[config.mk]
export PLATFORM = sky130hd
export DESIGN_NAME = group_commit_ring_queue
export DESIGN_NICKNAME = d
export VERILOG_FILES = /design/src/design/gcrq_pkg.sv /design/src/design/gcrq_slot_mem.sv /design/src/design/group_commit_ring_queue.sv
export SDC_FILE = /design/constraint.sdc
export NUM_CORES = 1
export LEC_CHECK = 0
export BUFFER_PORTS_ARGS = -buffer_cell sky130_fd_sc_hd__buf_2
export CORE_ASPECT_RATIO = 1.25
export CORE_UTILIZATION = 55
export DETAILED_ROUTE_END_ITERATION = 8
export PLACE_DENSITY_LB_ADDON = 0.1
export SLEW_MARGIN = 10
export SYNTH_ARGS = -nofsm -noshare
export SYNTH_HDL_FRONTEND = slang
export SYNTH_SLANG_ARGS = --single-unit
[constraint.sdc]
create_clock -name clk -period 9.25 [get_ports clk]
set_input_delay 0.925 -clock clk [delete_from_list [all_inputs] [get_ports clk]]
set_output_delay 0.925 -clock clk [all_outputs]
set_load 0.005 [all_outputs]
[src/design/gcrq_pkg.sv]
// shared types and constants for the group commit ring queue
package gcrq_pkg;

    localparam int PKT_W  = 64;
    localparam int SLOT_W = 4;
    localparam int ACT_W  = 3;
    localparam int QLEN_W = 5;

    localparam logic [QLEN_W-1:0] QLEN_RESET = 5'd16;

    localparam logic [ACT_W-1:0] ACT_PUT     = 3'd0;
    localparam logic [ACT_W-1:0] ACT_COMMIT  = 3'd1;
    localparam logic [ACT_W-1:0] ACT_GET     = 3'd2;
    localparam logic [ACT_W-1:0] ACT_RELEASE = 3'd3;
    localparam logic [ACT_W-1:0] ACT_PEEK    = 3'd4;
    localparam logic [ACT_W-1:0] ACT_NEXT    = 3'd5;
    localparam logic [ACT_W-1:0] ACT_CLEAR   = 3'd6;

    typedef struct packed {
        logic [ACT_W-1:0]  action;
        logic [PKT_W-1:0]  entry_data;
        logic [SLOT_W-1:0] slot_in;
    } item_in_t;

    typedef struct packed {
        logic              ok;
        logic [PKT_W-1:0]  out_data;
        logic [SLOT_W-1:0] out_slot;
    } item_out_t;

endpackage

[src/design/gcrq_slot_mem.sv]
// packet slot memory, one write port and one registered read port
module gcrq_slot_mem #(
    parameter int DEPTH       = 16,
    parameter int PACKET_BITS = 64,
    parameter int AW          = 4
) (
    input  logic                   clk,
    input  logic                   wr_en,
    input  logic [AW-1:0]          wr_addr,
    input  logic [PACKET_BITS-1:0] wr_data,
    input  logic                   rd_en,
    input  logic [AW-1:0]          rd_addr,
    output logic [PACKET_BITS-1:0] rd_data
);

    logic [PACKET_BITS-1:0] mem [DEPTH];
    logic [PACKET_BITS-1:0] rd_data_reg;

    always_ff @(posedge clk)
    begin
        if (wr_en)
        begin
            mem[wr_addr] <= wr_data;
        end
    end

    always_ff @(posedge clk)
    begin
        if (rd_en)
        begin
            rd_data_reg <= mem[rd_addr];
        end
    end

    assign rd_data = rd_data_reg;

endmodule

[src/design/group_commit_ring_queue.sv]
// group commit ring queue: the result is registered and appears in the cycle after its item is accepted
// throughput one item per cycle while the result side takes items; a put writes the slot memory,
// and every accepted item does a registered read, whose data is used for get, peek and next
// the slot memory read register is the output register and holds while stalled
// reset clears all pointers and counts and sets queue_length to 16
// slot contents are not cleared by reset or by clear
module group_commit_ring_queue
    import gcrq_pkg::*;
#(
    parameter int DEPTH       = 16,
    parameter int PACKET_BITS = 64
) (
    input  logic              clk,
    input  logic              rst_n,
    input  logic              in_valid,
    output logic              in_stall,
    input  item_in_t          in_item,
    output logic              out_valid,
    input  logic              out_stall,
    output item_out_t         out_item,
    input  logic              cfg_valid,
    output logic              cfg_ready,
    input  logic [QLEN_W-1:0] cfg_data
);

    localparam int PTR_W = (DEPTH > 1) ? $clog2(DEPTH) : 1;
    localparam int CNT_W = $clog2(DEPTH + 1);
    localparam int W     = (PTR_W + 1 > 6) ? PTR_W + 1 : 6;
    localparam logic [W-1:0] DEPTH_W = W'(DEPTH);

    logic [PTR_W-1:0]  prod_write_ptr_reg, prod_write_ptr_next;
    logic [PTR_W-1:0]  prod_read_ptr_reg, prod_read_ptr_next;
    logic [PTR_W-1:0]  cons_read_ptr_reg, cons_read_ptr_next;
    logic [PTR_W-1:0]  cons_write_ptr_reg, cons_write_ptr_next;
    logic [CNT_W-1:0]  used_count_reg, used_count_next;
    logic [CNT_W-1:0]  committed_count_reg, committed_count_next;
    logic [CNT_W-1:0]  pending_puts_reg, pending_puts_next;
    logic [CNT_W-1:0]  pending_gets_reg, pending_gets_next;
    logic [QLEN_W-1:0] queue_length_reg;

    logic              out_valid_reg, out_valid_next;
    logic              ok_reg, ok_next;
    logic [SLOT_W-1:0] slot_reg, slot_next;
    logic              use_data_reg, use_data_next;

    logic                   accept;
    logic                   mem_we;
    logic [PTR_W-1:0]       mem_rd_addr;
    logic [PACKET_BITS-1:0] mem_rd_data;
    logic [W-1:0]           eff_len;

    function automatic logic [PTR_W-1:0] adv(input logic [PTR_W-1:0] p,
                                              input logic [W-1:0] n);
        logic [W-1:0] q;
        q = W'(p) + W'(1);
        return (q >= n) ? '0 : q[PTR_W-1:0];
    endfunction

    assign accept    = in_valid && !in_stall;
    assign in_stall  = out_valid_reg && out_stall;
    assign cfg_ready = 1'b1;

    // zero acts as one, anything above the built depth acts as the depth
    always_comb
    begin
        eff_len = W'(queue_length_reg);
        if (eff_len == '0)
        begin
            eff_len = W'(1);
        end
        if (eff_len > DEPTH_W)
        begin
            eff_len = DEPTH_W;
        end
    end

    always_comb
    begin
        logic [W-1:0] a;
        logic [W-1:0] cr;
        logic [W-1:0] pr;

        prod_write_ptr_next  = prod_write_ptr_reg;
        prod_read_ptr_next   = prod_read_ptr_reg;
        cons_read_ptr_next   = cons_read_ptr_reg;
        cons_write_ptr_next  = cons_write_ptr_reg;
        used_count_next      = used_count_reg;
        committed_count_next = committed_count_reg;
        pending_puts_next    = pending_puts_reg;
        pending_gets_next    = pending_gets_reg;
        mem_we               = 1'b0;
        mem_rd_addr          = prod_read_ptr_reg;
        ok_next              = 1'b0;
        slot_next            = '0;
        use_data_next        = 1'b0;

        cr = W'(cons_read_ptr_reg);
        pr = W'(prod_read_ptr_reg);

        // step inside the taken group, wrapping back to its start
        a = W'(in_item.slot_in) + W'(1);
        if (a >= eff_len)
        begin
            a = '0;
            if (cr == '0)
            begin
                a = pr;
            end
        end
        else if (cr > pr)
        begin
            if (a >= cr)
            begin
                a = pr;
            end
        end
        else if (a < pr)
        begin
            if (a >= cr)
            begin
                a = pr;
            end
        end
        if (a >= DEPTH_W)
        begin
            a = '0;
        end

        case (in_item.action)
            ACT_PUT:
            begin
                if (W'(used_count_reg) < eff_len)
                begin
                    mem_we              = accept;
                    prod_write_ptr_next = adv(prod_write_ptr_reg, eff_len);
                    used_count_next     = used_count_reg + CNT_W'(1);
                    pending_puts_next   = pending_puts_reg + CNT_W'(1);
                    ok_next             = 1'b1;
                end
            end
            ACT_COMMIT:
            begin
                cons_write_ptr_next  = prod_write_ptr_reg;
                committed_count_next = committed_count_reg + pending_puts_reg;
                pending_puts_next    = '0;
                ok_next              = 1'b1;
            end
            ACT_GET:
            begin
                if (committed_count_reg != '0)
                begin
                    mem_rd_addr          = cons_read_ptr_reg;
                    slot_next            = cr[SLOT_W-1:0];
                    use_data_next        = 1'b1;
                    cons_read_ptr_next   = adv(cons_read_ptr_reg, eff_len);
                    committed_count_next = committed_count_reg - CNT_W'(1);
                    pending_gets_next    = pending_gets_reg + CNT_W'(1);
                    ok_next              = 1'b1;
                end
            end
            ACT_RELEASE:
            begin
                prod_read_ptr_next = cons_read_ptr_reg;
                used_count_next    = (used_count_reg >= pending_gets_reg)
                                     ? used_count_reg - pending_gets_reg : '0;
                pending_gets_next  = '0;
                ok_next            = 1'b1;
            end
            ACT_PEEK:
            begin
                if (used_count_reg != '0)
                begin
                    mem_rd_addr   = prod_read_ptr_reg;
                    slot_next     = pr[SLOT_W-1:0];
                    use_data_next = 1'b1;
                    ok_next       = 1'b1;
                end
            end
            ACT_NEXT:
            begin
                mem_rd_addr   = a[PTR_W-1:0];
                slot_next     = a[SLOT_W-1:0];
                use_data_next = 1'b1;
                ok_next       = 1'b1;
            end
            ACT_CLEAR:
            begin
                prod_write_ptr_next  = '0;
                prod_read_ptr_next   = '0;
                cons_read_ptr_next   = '0;
                cons_write_ptr_next  = '0;
                used_count_next      = '0;
                committed_count_next = '0;
                pending_puts_next    = '0;
                pending_gets_next    = '0;
                ok_next              = 1'b1;
            end
            default:
            begin
                ok_next = 1'b0;
            end
        endcase
    end

    always_comb
    begin
        out_valid_next = out_valid_reg;
        if (accept)
        begin
            out_valid_next = 1'b1;
        end
        else if (out_valid_reg && !out_stall)
        begin
            out_valid_next = 1'b0;
        end
    end

    always_ff @(posedge clk or negedge rst_n)
    begin
        if (!rst_n)
        begin
            prod_write_ptr_reg  <= '0;
            prod_read_ptr_reg   <= '0;
            cons_read_ptr_reg   <= '0;
            cons_write_ptr_reg  <= '0;
            used_count_reg      <= '0;
            committed_count_reg <= '0;
            pending_puts_reg    <= '0;
            pending_gets_reg    <= '0;
            queue_length_reg    <= QLEN_RESET;
            out_valid_reg       <= 1'b0;
        end
        else
        begin
            if (accept)
            begin
                prod_write_ptr_reg  <= prod_write_ptr_next;
                prod_read_ptr_reg   <= prod_read_ptr_next;
                cons_read_ptr_reg   <= cons_read_ptr_next;
                cons_write_ptr_reg  <= cons_write_ptr_next;
                used_count_reg      <= used_count_next;
                committed_count_reg <= committed_count_next;
                pending_puts_reg    <= pending_puts_next;
                pending_gets_reg    <= pending_gets_next;
            end
            if (cfg_valid && cfg_ready)
            begin
                queue_length_reg <= cfg_data;
            end
            out_valid_reg <= out_valid_next;
        end
    end

    // result fields travel alongside the memory read register
    always_ff @(posedge clk)
    begin
        if (accept)
        begin
            ok_reg       <= ok_next;
            slot_reg     <= slot_next;
            use_data_reg <= use_data_next;
        end
    end

    gcrq_slot_mem #(
        .DEPTH       (DEPTH),
        .PACKET_BITS (PACKET_BITS),
        .AW          (PTR_W)
    ) u_slot_mem (
        .clk     (clk),
        .wr_en   (mem_we),
        .wr_addr (prod_write_ptr_reg),
        .wr_data (in_item.entry_data[PACKET_BITS-1:0]),
        .rd_en   (accept),
        .rd_addr (mem_rd_addr),
        .rd_data (mem_rd_data)
    );

    assign out_valid         = out_valid_reg;
    assign out_item.ok       = ok_reg;
    assign out_item.out_slot = slot_reg;
    assign out_item.out_data = use_data_reg ? PKT_W'(mem_rd_data) : '0;

endmodule

==> results.txt <==
The portion of total power attributed to sequential cells is 0.432. The gate count of the mapped netlist came out at 3426. The via count of the routed design is 31723. The number of synthesized register bits came out at 1132.

The share of synthesized cell area in and, or, nand and nor gates is 0.0923. The type of the most critical hold path is input pin to async pin. The number of buffers added on ports came out at 151.

In this run the clock root is driven by a sky130_fd_sc_hd__clkbuf_16. The endpoint arrival time on the critical path came out at 6180 ps. The residual DRC count came out at 0. After detailed routing, the average wire length per cell comes to 28.2 µm. By area, the combinational part of the netlist is dominated by compound AO/OA/AOI/OAI gates. Cell internal power was estimated by the tool at 9400 µW. The post-DP HPWL is 67300 µm. The net switching power figure came out at 4410 µW. The top cell types in the final layout, fill and taps aside, are sky130_fd_sc_hd__edfxtp_1, sky130_fd_sc_hd__nand2_1, sky130_fd_sc_hd__nand3_1.

The initial antenna violation count is 14. The number of placement rows is 121. The post-cts gate resize count came out at 0.

The largest net degree at the start of global routing came out at 155. The post-cts hold buffer count came out at 0. The total standard cell area after synthesis came out at 48200 µm². The leftover overflow at the end of global routing came out at 0. The violation count after the first detailed-route iteration came out at 3593. The leading register cell type out of synthesis is sky130_fd_sc_hd__edfxtp_1. Of the post-synthesis cell area, the part taken by muxes is 0.0174. The power per cell area came out at 259 nW/µm².

Of all nets on the critical path, the largest fanout is 154. The area share of fa/ha/maj cells after synthesis came out at 0.0141. The maximum frequency from static timing analysis came out at 174 MHz. In this run the tightest slew margin relative to its limit is 0.254. The leading cell type in the layout, fill and taps excluded is sky130_fd_sc_hd__edfxtp_1. The largest buffer count on any clock path is 3.

The post-route antenna net violation count is 0. The area share of xor/xnor cells in the synthesized design is 0.00381. The worst setup path is captured at a flop. At the placement stage, the worst setup path has a slack of 2920 ps. The compound-cell area share of the yosys netlist came to 0.138. At the end of the flow the core is filled with cells to 0.615.

The slew at the pin closest to its max-slew limit is 1120 ps. The starting utilization of the core area is 0.555. Across every metal layer, demand over resource in global routing totals 0.298. Of the available clock period, the critical path in the final layout requires 0.623. The analysis attributes to cell leakage a power of 0.0182 µW. The post-synth net total is 3560.

The wire length of the first global-routing pass came out at 197000 µm. The worst-case reg-to-reg path depth is 15. Setup total negative slack on the finished layout was measured at 0 ps. The number of global-route vias before repair is 31455.

The kind of start point of the critical path is an input pin. The tree built by TritonCTS fans out to 1132 sinks. The shortest clock period the worst path allows after layout came out at 5760 ps. At the end of routability-driven placement, the weighted congestion stood at 0.826. The design draws 13800 µW. The clock network fraction of design power came out at 0.309. The worst-case clock skew came out at 25.9 ps. The placeable core area is 86900 µm². The async set-or-reset flop fraction in the synthesized netlist came out at 0.0336.

The fraction of power spent switching nets is 0.319. The final number of setup-violating endpoints came out at 0. The net count of the finished layout is 3595. The die outline area came out at 88900 µm². TritonCTS built the clock tree.

The final count of pins violating max slew came out at 0. Of the synthesized area, sequential elements account for 0.701. The mean area per synthesized cell came out at 14.1 µm². The share of total power dissipated in combinational logic is 0.260. The number of warnings printed during yosys synthesis is 0. In this run the vertical extent of the chip is 333 µm. The synthesized netlist contains 74 unique library cells. The critical path is of the input pin to flop type. The post-CTS clock slew at the launch and capture registers of the worst setup and hold paths came out at 60 ps. In this design, the stage delay of the slowest critical-path cell is 780 ps. The largest vdd supply drop is 0.265 mV. The register with the most flip-flops in the layout has 1024 of them.

The number of violations of the max-capacitance limit is 0. The mean number of vias per cell is 6.72. After clock tree synthesis, the setup repair step added 0 buffers. The number of hold-slack violations in the final timing report was 0. The number of H-tree levels is 3. The run finished with clean final reports.

Clock tree synthesis inserted a total of 109 buffers. The total iterations of the first detailed-routing run is 6. For the worst setup path, the data required time is 9670 ps. Setup repair after global routing left no endpoint under its margin. The setup slack of the critical path after layout came out at 3490 ps. The area overhead of the layout relative to synthesis is 10.8%.

The number of enable-type register cells in the synthesized netlist is 1094. For this block, the routed nets add up to 133000 µm of wire. On the critical path, the stage with the largest delay is an instance of sky130_fd_sc_hd__nand2_4. The worst-skew pair later-pin latency came out at 700 ps. The number of placed I/O pins is 153. Walking the worst path, the cells encountered are buf_2 > ha_1 > xor2_1 > ha_1 > o21ai_0 > a21oi_1 > o32ai_1 > a21oi_1 > o21ai_4 > buf_12 > nand2_4 > buf_4 > a211oi_1 > o32ai_1 > or4_1. The die boundary width is 267 µm. The layout cell share with drive strength beyond 1 came out at 0.123.
[worst max-delay path, delay by kind of cell]
family / cells / cell delay [ps]
XOR/XNOR: 1 / 380
buffers and inverters: 3 / 1350
adder cells (fa/ha/maj): 2 / 540
AND/OR/NAND/NOR: 2 / 1330
AO/OA/AOI/OAI: 7 / 1540
[final timing paths]
kind                                               end                    from  slack, ps
worst max-delay path            u_slot_mem.rd_data[14]              in_item[0]       3490
worst max register to register  u_slot_mem.rd_data[14]     queue_length_reg[1]       3570
worst min register to register  committed_count_reg[0]  committed_count_reg[0]        510
worst min-delay path               queue_length_reg[2]                   rst_n        380
min in group clk                   queue_length_reg[4]             cfg_data[4]        460
max in group asynchronous          pending_puts_reg[2]                   rst_n       8300
[synth_stat cells, types with 76 or more instances]
cell,instances,area [µm²]
sky130_fd_sc_hd__edfxtp_1,1094,32900
sky130_fd_sc_hd__nand2_1,260,976
sky130_fd_sc_hd__clkbuf_1,195,732
sky130_fd_sc_hd__nand3_1,174,871
sky130_fd_sc_hd__a211oi_1,164,1230
sky130_fd_sc_hd__and3_1,126,788
sky130_fd_sc_hd__a221oi_1,122,1070
sky130_fd_sc_hd__a21oi_1,109,546
sky130_fd_sc_hd__inv_1,109,409
sky130_fd_sc_hd__o21ai_0,90,450
sky130_fd_sc_hd__a22oi_1,80,601
sky130_fd_sc_hd__o2111ai_1,76,666
[metrics by stage]
| stage | cell area, µm² | cells | hold slack, ps |
|---|---|---|---|
| final | 53400 | 4721 | 376 |
| after global routing | 53400 | 4720 | 432 |
| after CTS | 53400 | 4718 | 374 |
| after detailed placement | 50000 | 4518 | 505 |
| after global placement | 50000 | 4518 | 496 |
| after floorplan | 48200 | 3426 | 472 |
[power groups by stage]
stage	logic (µW)	registers, µW	clock network, µW
final	3580	5960	4260
after global routing	3880	5980	4500
after CTS	3560	5970	4300
after detailed placement	3540	6070	0
after global placement	3430	6070	0
after floorplan	2520	6010	0
[metal layers]
metal	global-route usage	part of all wire	vias to the layer above
met2	0.505	0.50	1543
met4	0.102	0.026	14
met3	0.0427	0.083	269
met5	0	0.00062	-
li1	-	-	13763
met1	0.394	0.39	16134
[cell type report]
type,instances,area [µm²]
Clock inverter,66,532
Tap cell,1168,1460
Fill cell,6549,33500
Antenna cell,3,7.51
Sequential cell,1132,33800
Multi-Input combinational cell,1900,13100
Timing Repair Buffer,209,1280
Inverter,109,412
Clock buffer,134,2840
[cell families (layout without fill, tap and decap cells)]
group | after synthesis | after routing
muxes | 83 | 83
other | 1 | 4
and+or+nand+nor | 860 | 860
adders and majority gates | 53 | 53
DFF | 1132 | 1132
buffers and inverters | 394 | 518
AOI/OAI and AO/OA | 882 | 882
xor gates and xnor gates | 21 | 21
(Power assumes the default switching activity.)
